[src/hdl/cft_pkg.sv]
// Package of the CSV field tokenizer: result kinds, field modes,
// byte codes, register indexes and the escape translation. No dependencies.
package cft_pkg;

    typedef enum logic [1:0] {
        KIND_DATA  = 2'd0,
        KIND_FIELD = 2'd1,
        KIND_ROW   = 2'd2,
        KIND_ERROR = 2'd3
    } t_kind;

    typedef enum logic [1:0] {
        MODE_UNKNOWN  = 2'd0,
        MODE_QUOTED   = 2'd1,
        MODE_UNQUOTED = 2'd2
    } t_mode;

    // Register indexes of the configuration port
    localparam logic CFG_FIELD_SEPARATOR = 1'b0;
    localparam logic CFG_MAX_LINE_LENGTH = 1'b1;

    localparam logic [7:0]  FIELD_SEPARATOR_RESET = 8'd44;
    localparam logic [15:0] MAX_LINE_LENGTH_RESET = 16'd512;

    // Byte codes
    localparam logic [7:0] QUOTE_BYTE     = 8'h22;
    localparam logic [7:0] BACKSLASH_BYTE = 8'h5C;
    localparam logic [7:0] CR_BYTE        = 8'h0D;
    localparam logic [7:0] LF_BYTE        = 8'h0A;
    localparam logic [7:0] TAB_BYTE       = 8'h09;
    localparam logic [7:0] ESC_N_BYTE     = 8'h6E;
    localparam logic [7:0] ESC_R_BYTE     = 8'h72;
    localparam logic [7:0] ESC_T_BYTE     = 8'h74;

    // Byte that follows a backslash: \n, \r, \t translate, others pass
    function automatic logic [7:0] cft_unescape(input logic [7:0] c);
        logic [7:0] r;
        case (c)
            ESC_N_BYTE: r = LF_BYTE;
            ESC_R_BYTE: r = CR_BYTE;
            ESC_T_BYTE: r = TAB_BYTE;
            default:    r = c;
        endcase
        return r;
    endfunction

endpackage

[src/hdl/csv_field_tokenizer.sv]
// Top level of the CSV field tokenizer: row state, configuration
// registers and the result register. Depends on cft_pkg.

// The tokenizer takes one raw CSV byte per cycle and answers with at most one
// result, registered in the cycle after the byte is taken: an unescaped data
// byte, a field end, a row end, or a row-too-long error. Sustained rate is one
// byte per clock; the only thing that holds the input back is the single
// result register while the downstream side stalls it (o_stall follows i_stall
// when a result is waiting). Bytes that produce no result (CR outside quotes,
// opening and closing quotes, backslashes) are still taken. The user must
// write the field separator and row length limit through the configuration
// port while the block is idle; this is not enforced. The port is always ready.
module csv_field_tokenizer
    import cft_pkg::*;
#(
    parameter int LINE_COUNT_BITS = 16
) (
    input  logic        i_clk,
    input  logic        i_rst_n,
    // input channel
    input  logic        i_valid,
    output logic        o_stall,
    input  logic [7:0]  i_in_byte,
    input  logic        i_end_of_input,
    // result channel
    output logic        o_valid,
    input  logic        i_stall,
    output logic [7:0]  o_out_byte,
    output logic [1:0]  o_result_kind,
    // configuration channel
    input  logic        i_cfg_valid,
    output logic        o_cfg_ready,
    input  logic        i_cfg_index,
    input  logic [15:0] i_cfg_data
);

    localparam int CMP_W = (LINE_COUNT_BITS > 16) ? LINE_COUNT_BITS : 16;

    // configuration registers
    logic [7:0]  r_field_sep;
    logic [15:0] r_max_len;

    // row state
    t_mode                      r_mode, n_mode;
    logic                       r_in_quotes, n_in_quotes;
    logic                       r_escape, n_escape;
    logic [7:0]                 r_prev, n_prev;
    logic                       r_row_nonempty, n_row_nonempty;
    logic [LINE_COUNT_BITS-1:0] r_raw_count, n_raw_count;

    // result register
    logic        r_out_valid;
    logic [7:0]  r_out_byte;
    t_kind       r_out_kind;

    logic        w_accept;
    logic        w_has_result;
    logic [7:0]  w_res_byte;
    t_kind       w_res_kind;
    logic [LINE_COUNT_BITS-1:0] w_raw_inc;
    logic        w_too_long;
    t_mode       w_mode_eff;
    logic [7:0]  c;

    assign o_stall     = r_out_valid && i_stall;
    assign w_accept    = i_valid && !o_stall;
    assign o_cfg_ready = 1'b1;

    assign o_valid       = r_out_valid;
    assign o_out_byte    = r_out_byte;
    assign o_result_kind = r_out_kind;

    // saturating raw byte count and limit check
    assign w_raw_inc  = (&r_raw_count) ? r_raw_count
                                       : r_raw_count + LINE_COUNT_BITS'(1);
    assign w_too_long = CMP_W'(w_raw_inc) > CMP_W'(r_max_len);
    assign w_mode_eff = (r_mode == MODE_UNKNOWN) ? MODE_UNQUOTED : r_mode;
    assign c          = i_in_byte;

    // per-byte state update and result
    always_comb begin
        n_mode         = r_mode;
        n_in_quotes    = r_in_quotes;
        n_escape       = r_escape;
        n_prev         = r_prev;
        n_row_nonempty = r_row_nonempty;
        n_raw_count    = r_raw_count;
        w_has_result   = 1'b0;
        w_res_byte     = 8'd0;
        w_res_kind     = KIND_DATA;

        if (i_end_of_input) begin
            // flush: row end only when something was written
            n_mode         = MODE_UNKNOWN;
            n_in_quotes    = 1'b0;
            n_escape       = 1'b0;
            n_prev         = 8'd0;
            n_row_nonempty = 1'b0;
            n_raw_count    = '0;
            w_has_result   = r_row_nonempty;
            w_res_kind     = KIND_ROW;
        end else if (w_too_long) begin
            n_mode         = MODE_UNKNOWN;
            n_in_quotes    = 1'b0;
            n_escape       = 1'b0;
            n_prev         = 8'd0;
            n_row_nonempty = 1'b0;
            n_raw_count    = '0;
            w_has_result   = 1'b1;
            w_res_kind     = KIND_ERROR;
        end else begin
            n_raw_count = w_raw_inc;
            if (r_escape) begin
                n_escape       = 1'b0;
                w_has_result   = 1'b1;
                w_res_byte     = cft_unescape(c);
                n_prev         = w_res_byte;
                n_row_nonempty = 1'b1;
            end else if (r_mode == MODE_UNKNOWN && c == QUOTE_BYTE) begin
                // opening quote of a quoted field
                n_mode      = MODE_QUOTED;
                n_in_quotes = 1'b1;
                n_prev      = 8'd0;
            end else begin
                n_mode = w_mode_eff;
                if (c == QUOTE_BYTE) begin
                    n_in_quotes = !r_in_quotes;
                    if (w_mode_eff == MODE_QUOTED) begin
                        if (r_prev == QUOTE_BYTE) begin
                            // doubled quote gives one quote
                            w_has_result   = 1'b1;
                            w_res_byte     = QUOTE_BYTE;
                            n_prev         = 8'd0;
                            n_row_nonempty = 1'b1;
                        end else begin
                            n_prev = QUOTE_BYTE;
                        end
                    end else begin
                        w_has_result   = 1'b1;
                        w_res_byte     = c;
                        n_prev         = c;
                        n_row_nonempty = 1'b1;
                    end
                end else if (c == BACKSLASH_BYTE) begin
                    n_escape = 1'b1;
                end else if (!r_in_quotes && c == r_field_sep) begin
                    n_mode         = MODE_UNKNOWN;
                    w_has_result   = 1'b1;
                    w_res_kind     = KIND_FIELD;
                    n_prev         = 8'd0;
                    n_row_nonempty = 1'b1;
                end else if (!r_in_quotes && c == CR_BYTE) begin
                    // dropped
                end else if (!r_in_quotes && c == LF_BYTE) begin
                    n_mode         = MODE_UNKNOWN;
                    n_in_quotes    = 1'b0;
                    n_escape       = 1'b0;
                    n_prev         = 8'd0;
                    n_row_nonempty = 1'b0;
                    n_raw_count    = '0;
                    w_has_result   = 1'b1;
                    w_res_kind     = KIND_ROW;
                end else begin
                    w_has_result   = 1'b1;
                    w_res_byte     = c;
                    n_prev         = c;
                    n_row_nonempty = 1'b1;
                end
            end
        end
    end

    // row state registers
    always_ff @(posedge i_clk) begin
        if (!i_rst_n) begin
            r_mode         <= MODE_UNKNOWN;
            r_in_quotes    <= 1'b0;
            r_escape       <= 1'b0;
            r_prev         <= 8'd0;
            r_row_nonempty <= 1'b0;
            r_raw_count    <= '0;
        end else if (w_accept) begin
            r_mode         <= n_mode;
            r_in_quotes    <= n_in_quotes;
            r_escape       <= n_escape;
            r_prev         <= n_prev;
            r_row_nonempty <= n_row_nonempty;
            r_raw_count    <= n_raw_count;
        end
    end

    // configuration registers
    always_ff @(posedge i_clk) begin
        if (!i_rst_n) begin
            r_field_sep <= FIELD_SEPARATOR_RESET;
            r_max_len   <= MAX_LINE_LENGTH_RESET;
        end else if (i_cfg_valid && o_cfg_ready) begin
            case (i_cfg_index)
                CFG_FIELD_SEPARATOR: r_field_sep <= i_cfg_data[7:0];
                CFG_MAX_LINE_LENGTH: r_max_len   <= i_cfg_data;
                default: ;
            endcase
        end
    end

    // result register: valid is control, payload loads on a new result
    always_ff @(posedge i_clk) begin
        if (!i_rst_n) begin
            r_out_valid <= 1'b0;
        end else if (w_accept) begin
            r_out_valid <= w_has_result;
        end else if (!i_stall) begin
            r_out_valid <= 1'b0;
        end
    end

    always_ff @(posedge i_clk) begin
        if (w_accept && w_has_result) begin
            r_out_byte <= w_res_byte;
            r_out_kind <= w_res_kind;
        end
    end

endmodule

[config.mk]
export PLATFORM = sky130hd
export DESIGN_NAME = csv_field_tokenizer
export DESIGN_NICKNAME = d
export VERILOG_FILES = /design/src/hdl/cft_pkg.sv /design/src/hdl/csv_field_tokenizer.sv
export SDC_FILE = /design/constraint.sdc
export NUM_CORES = 1
export LEC_CHECK = 0
export BUFFER_PORTS_ARGS = -buffer_cell sky130_fd_sc_hd__buf_2
export CAP_MARGIN = 40
export CORE_MARGIN = 2
export CORE_UTILIZATION = 36
export DETAILED_ROUTE_END_ITERATION = 8
export PLACE_DENSITY = 0.57
export SLEW_MARGIN = 10
export SYNTH_ARGS = -nofsm -noshare
export SYNTH_HDL_FRONTEND = slang
export SYNTH_SLANG_ARGS = --single-unit
[constraint.sdc]
create_clock -name i_clk -period 5 [get_ports i_clk]
set_clock_uncertainty 0.05 [all_clocks]
set_input_delay 1 -clock i_clk [delete_from_list [all_inputs] [get_ports i_clk]]
set_output_delay 1 -clock i_clk [all_outputs]
set_load 0.02 [all_outputs]
==> impl_metrics.yaml, run 1 <==
run_status:
  outcome: "finished, final reports clean"
clock_tree:
  cts_setup_buffers: 0
  clk_pin_slew_ps: 80
  numCtsBuffers: 9
  cts_tree: "done"
  root_buffer: "clkbuf_8"
  worstSkewPairLatency_ps: 330
  htreeDepth: 3
  clock-sinks: 64
  clockBufferDepth: 2
placed_design:
  placedCellCount: 624
  gp_congestion: 0.894
  port_buffers: 42
  hpwl_um: 7060
floorplan:
  rows: 37
  start_util_pct: 37.2
  ios: 44
  dieArea_mm2: 0.0116
  die_h_um: 108
  die_width_um: 108
  core_mm2: 0.0104
detailed_routing:
  drc: 0
  drt-initial-drc-count: 169
  firstDrtPassIters: 4
  wl_per_cell_um: 14.8
  wl_um: 9480
  ant_nets: 0
  viasPerCell: 5.38
  vias: 3441
pwr:
  ir_worst_vdd_mv: 0.145
  p_leak_nw: 1.74
  powerDensity_mw_per_mm2: 297
critical_path:
  path_max_fanout: 14
  path_cells: "nand4_2 > or2_2 > nor3_1 > and3_1 > nand3_1 > o21a_1 > ha_1 > nand4_1 > o21bai_1 > a2111oi_1 > a31oi_4 > nor2_4 > inv_2 > nor2_4 > a32o_1"
  critPathMostFrequentCell: "nor2_4"
  start_kind: "flip-flop"
  crit_arrival_ps: 4780
  crit_type: "reg2reg"
  required_ps: 5230
  cp_slowest_cell: "a2111oi_1"
  cp-end-kind: "flip-flop"
  slowest_delay_ps: 740
timing:
  max_freq_mhz: 220
  setup_violations: 0
  fin_crit_ps: 4550
  slew_headroom_pct: 43.4
  rsz0062_at_grt: "false"
  hold_viol_final: 0
  tns_ps: 0
  worst_pin_slew_ps: 846
  slew_viol_final: 0
  timing.final.crit_share_pct: 90.9
logic_synthesis:
  ys_seq_elements: 64
  avgSynthCellArea_um2: 8.18
  synthCells: 472
  async_reset_ff_share_pct: 0
  synth_warnings: 0
  synthFlopType: "dfxtp_1"
  yosysSeqAreaShare_pct: 35.8
  syn_area_mm2: 0.00386
  synth_cell_type_count: 69
  synth-edff-count: 10
  syn_nets: 520
global_route:
  overflow: 0
  track_usage_pct: 17.0
  grt_pass1_wl_um: 15800
  antenna_found_initial: 0
  grt_pass1_vias: 3291
  grt_start_max_net_pins: 38
cells_and_area:
  area_growth_pct: 13.0
  final_net_count: 547
  drive_gt1_share_pct: 17.1
  antenna_cells: 0
  layoutNonFillerInstCount: 640
worst_hold_path:
  hp-class: "reg2reg"
job:
  cap_violations: 0
==> cell type report <==
type                       instances  area, um^2
inverter                          27         101
sequential                        64        1380
multi-input combinational        354        2220
tap                              136         170
timing repair buffer              43         218
clock buffer                       9         124
fill                            1087        6010
clock inverter                     7         144
==> power by group <==
| part | switching (mW) | internal [mW] | total, mW |
|---|---|---|---|
| Combinational | 0.0949 | 0.0527 | 0.148 |
| Sequential | 0.0106 | 0.543 | 0.554 |
| Clock | 0.212 | 0.382 | 0.595 |
| Total | 0.318 | 0.978 | 1.30 |
==> through the flow <==
| step | worst slack [ps] | power [mW] | utilization (%) | instance area [um^2] | hold slack, ps |
|---|---|---|---|---|---|
| finish | 453 | 1.30 | 42.1 | 4360 | 404 |
| global route | 96.1 | 1.35 | 42.1 | 4360 | 423 |
| CTS | 301 | 1.31 | 42.0 | 4360 | 406 |
| detailed placement | 310 | 0.713 | 39.4 | 4090 | 396 |
| global placement | 606 | 0.711 | 39.4 | 4090 | 396 |
| floorplan | 949 | 0.672 | - | 3860 | 381 |
==> critical path, delay by kind of cell (launching register included) <==
family                   cells  cell delay [ps]
AO/OA/AOI/OAI                5             1490
adder cells (fa/ha/maj)      1              300
buffers and inverters        1              100
flip-flops                   1              470
AND/OR/NAND/NOR              8             2080
==> Yosys cell counts, types with 3 or more instances <==
cell type  instances  area (um^2)
nor4_1             3         18.8
o21a_1             4         30.0
clkbuf_1          12         45.0
nor3b_1            4         30.0
nand3_1           34          170
a32o_1             8         80.1
a21oi_1           48          240
and3b_1            3         26.3
nand4_1           12         75.1
nand2_1           79          297
nor3_1             9         45.0
xnor2_1            9         78.8
a22oi_1            3         22.5
o211ai_1           5         37.5
inv_1             25         93.8
nand2b_1           3         18.8
edfxtp_1          10          300
buf_6              6         67.6
ha_1              17          213
nor2b_1            3         18.8
and2_1             4         25.0
o21ai_1            5         25.0
nor2_1            24         90.1
dfxtp_1           54         1080
o21ai_0           12         60.1
and3_1             6         37.5
buf_4              3         22.5
buf_1              4         15.0
xor2_1             8         70.1
==> final timing paths <==
check	startpoint	endpoint	slack (ps)	cells after the start
setup / recovery	r_raw_count[3]	r_raw_count[3]	450	15
hold / removal	r_max_len[12]	r_max_len[12]	400	2
setup reg to reg	r_raw_count[3]	r_raw_count[3]	450	15
hold reg to reg	r_max_len[12]	r_max_len[12]	400	2
==> routing by layer <==
layer  wire [um]  global-route usage [%]  share of wire (%)
met3         516                    2.78                5.4
met4         107                    5.77                1.1
met1        4650                    24.4                 49
met2        4200                    25.7                 44
met5           0                       0                  0
==> logic make-up after synthesis <==
logic type                 count (synthesis)  synth area share, %
and+or+nand+nor                          204                 27.4
AOI/OAI and AO/OA                        109                 18.6
DFF                                       64                 35.8
buffers and inverters                     54                 6.77
xor gates and xnor gates                  19                 4.70
adders and majority gates                 17                 5.51
muxes                                      4                 1.10
other                                      1               0.0971
==> layout by cell type (no fill, tap or decap), types with 3 or more instances in the layout <==
cell type	synthesis	final
a21oi_1	48	48
a22oi_1	3	3
a32o_1	8	8
and2_1	4	4
and3_1	6	6
and3b_1	3	3
buf_2	2	42
bufinv_16	0	4
clkbuf_8	0	9
dfxtp_1	54	54
edfxtp_1	10	10
ha_1	17	17
inv_1	25	25
nand2_1	79	79
nand2b_1	3	3
nand3_1	34	34
nand4_1	12	12
nor2_1	24	24
nor2b_1	3	3
nor3_1	9	9
nor3b_1	4	4
nor4_1	3	3
o211ai_1	5	5
o21a_1	4	4
o21ai_0	12	12
o21ai_1	5	5
xnor2_1	9	9
xor2_1	8	8
==> flip-flops by register name, indices dropped and copies added, names as in the netlist <==
name	count
r_mode	2
r_row_nonempty	1
r_max_len	16
o_out_byte	8
r_in_quotes	1
r_field_sep	8
r_raw_count	16
o_result_kind	2
r_escape	1
o_valid	1
r_prev	8
==> what timing repair did <==
action	4_1_cts	5_1_grt
hold buffers	0	0
endpoints found under the setup margin	0	7
hold endpoints to repair	0	0
gates resized for setup	0	1
Note: power is estimated with default switching activity, not from simulation.
==> inputs of run 2 (changes only) <==
--- a/config.mk
+++ b/config.mk
@@ -7,10 +7,10 @@
 export LEC_CHECK = 0
 export BUFFER_PORTS_ARGS = -buffer_cell sky130_fd_sc_hd__buf_2
 export CAP_MARGIN = 40
-export CORE_MARGIN = 2
-export CORE_UTILIZATION = 36
+export CORE_MARGIN = 5
+export CORE_UTILIZATION = 35
 export DETAILED_ROUTE_END_ITERATION = 8
-export PLACE_DENSITY = 0.57
+export PLACE_DENSITY = 0.55
 export SLEW_MARGIN = 10
 export SYNTH_ARGS = -nofsm -noshare
 export SYNTH_HDL_FRONTEND = slang
==> run 2 against run 1 <==
  * Critical path depth down 1
  * Hold slack better by 2.3 ps
  * Combinational power about the same
  * Routed wire length up 3.6%
  * Non-clock buffer count unchanged
  * Cell area down 1.6%
  * Count of clock-buffer cells in the layout up 1
  * Core utilization down 2.5 points
  * Flip-flop and latch count unchanged
  * Fmax down 0.70%
  * Largest power group is now sequential cells
==> impl_metrics.yaml, run 2 (synthesized netlist as in run 1, its figures left out) <==
critical_path:
  crit_type: "reg2reg"
  path_max_fanout: 14
  required_ps: 5240
  critPathMostFrequentCell: "ha_1"
  cp-end-kind: "flip-flop"
  cp_slowest_cell: "a2111oi_1"
  crit_arrival_ps: 4820
  cp_top_family: "compound AO/OA/AOI/OAI gates"
  start_kind: "flip-flop"
  path_cells: "ha_1 > nand4_1 > nor4_4 > a2111oi_2 > and3_1 > xor2_1 > ha_1 > a21o_1 > a2111oi_1 > a31oi_4 > nor2_2 > inv_2 > nor2_4 > a32o_1"
  cp.buffers_inverters: 1
  slowest_delay_ps: 730
cells_and_area:
  layout_common_cells: "nand2_1, dfxtp_1, a21oi_1"
  final_net_count: 547
  final_common_cell: "nand2_1"
  area_growth_pct: 11.1
  drive_gt1_share_pct: 16.9
  reg_top3: "r_max_len x16, r_raw_count x16"
  antenna_cells: 0
  fillers: 1145
global_route:
  antenna_found_initial: 0
  track_usage_pct: 15.5
  overflow: 0
  grt_start_max_net_pins: 38
  grt_pass1_wl_um: 16400
  grt_pass1_vias: 3268
detailed_routing:
  drc: 0
  wl_per_cell_um: 15.2
  firstDrtPassIters: 7
  wl_um: 9820
  vias: 3433
  drt-initial-drc-count: 196
  viasPerCell: 5.33
  ant_nets: 0
clock_tree:
  numCtsBuffers: 9
  clock-sinks: 64
  worstSkewPairLatency_ps: 350
  cts_resized: 0
  cts_setup_buffers: 0
  holdBufCountCts: 0
  root_buffer: "clkbuf_8"
  clk_pin_slew_ps: 70
  htreeDepth: 3
  cts_tree: "done"
  clockBufferDepth: 2
floorplan:
  core_mm2: 0.0108
  rows: 38
  die_width_um: 115
  ios: 44
  die_h_um: 115
  dieArea_mm2: 0.0132
  start_util_pct: 35.6
timing:
  slew_viol_final: 0
  worst_pin_slew_ps: 764
  slew_headroom_pct: 48.9
  holdWs_ps: 406
  timing.final.crit_share_pct: 91.6
  tns_ps: 0
  hold_viol_final: 0
  max_freq_mhz: 218
  rsz0062_at_grt: "false"
  fin_crit_ps: 4580
  setup_violations: 0
placed_design:
  port_buffers: 42
  hpwl_um: 7240
  gp_congestion: 0.889
pwr:
  ir_worst_vdd_mv: 0.0957
  p_leak_nw: 1.71
  powerDensity_mw_per_mm2: 270
worst_hold_path:
  hp-class: "reg2reg"
job:
  cap_violations: 0
run_status:
  outcome: "finished, final reports clean"
-- run 2: cell types whose count changed in the layout (fill, tap and decap cells not counted) --
cell,previous run,this run
clkbuf_8,9,10
clkinv_4,1,0
nor2_2,1,2
bufinv_16,4,1
nor2_4,2,1
clkinv_2,0,2
clkinv_1,0,1
-- run 2: power breakdown --
part           switching, mW  internal, mW  leakage [nW]  total [mW]
Sequential            0.0106         0.543         0.536       0.554
Combinational         0.0952        0.0524          1.08       0.148
Clock                  0.214         0.240        0.0957       0.455
-- run 2: cell type report --
cell class / count / area (um^2) / share of cell area (%)
clock buffer: 10 / 138 / 3.21
timing repair buffer: 43 / 218 / 5.07
sequential: 64 / 1380 / 32.2
multi-input combinational: 354 / 2220 / 51.7
clock inverter: 6 / 58.8 / 1.37
inverter: 27 / 101 / 2.36
tap: 140 / 175 / 4.08
-- run 2: per-layer routing --
metal	wire [um]	track usage [%]	vias to the layer above
met5	0	0	-
li1	-	-	1738
met3	540	2.95	10
met4	150	6.26	0
met2	4260	22.6	94
met1	4870	22.5	1591
-- run 2: stage by stage --
| step | area (um^2) | worst slack [ps] | util, % | total power, mW | std cells |
|---|---|---|---|---|---|
| floorplan | 3860 | 949 | - | 0.672 | 472 |
| global placement | 4090 | 585 | 37.8 | 0.712 | 628 |
| detailed placement | 4090 | 472 | 37.8 | 0.714 | 628 |
| CTS | 4290 | 431 | 39.6 | 1.17 | 644 |
| global route | 4290 | 25.1 | 39.6 | 1.21 | 644 |
| finish | 4290 | 420 | 39.6 | 1.16 | 644 |
-- run 2: worst paths after layout --
check	slack, ps	cells past startpoint	end	start
worst min register to register	410	2	r_max_len[15]	r_max_len[15]
worst max register to register	420	14	r_raw_count[4]	r_raw_count[0]
worst min-delay path	410	2	r_max_len[15]	r_max_len[15]
worst max-delay path	420	14	r_raw_count[4]	r_raw_count[0]
-- run 2: tightest hold or removal path, delay by kind of cell, from the launching register on --
kind	cells	cell delay (ps)
DFF	1	310
AOI/OAI and AO/OA	1	50
and+or+nand+nor	1	50
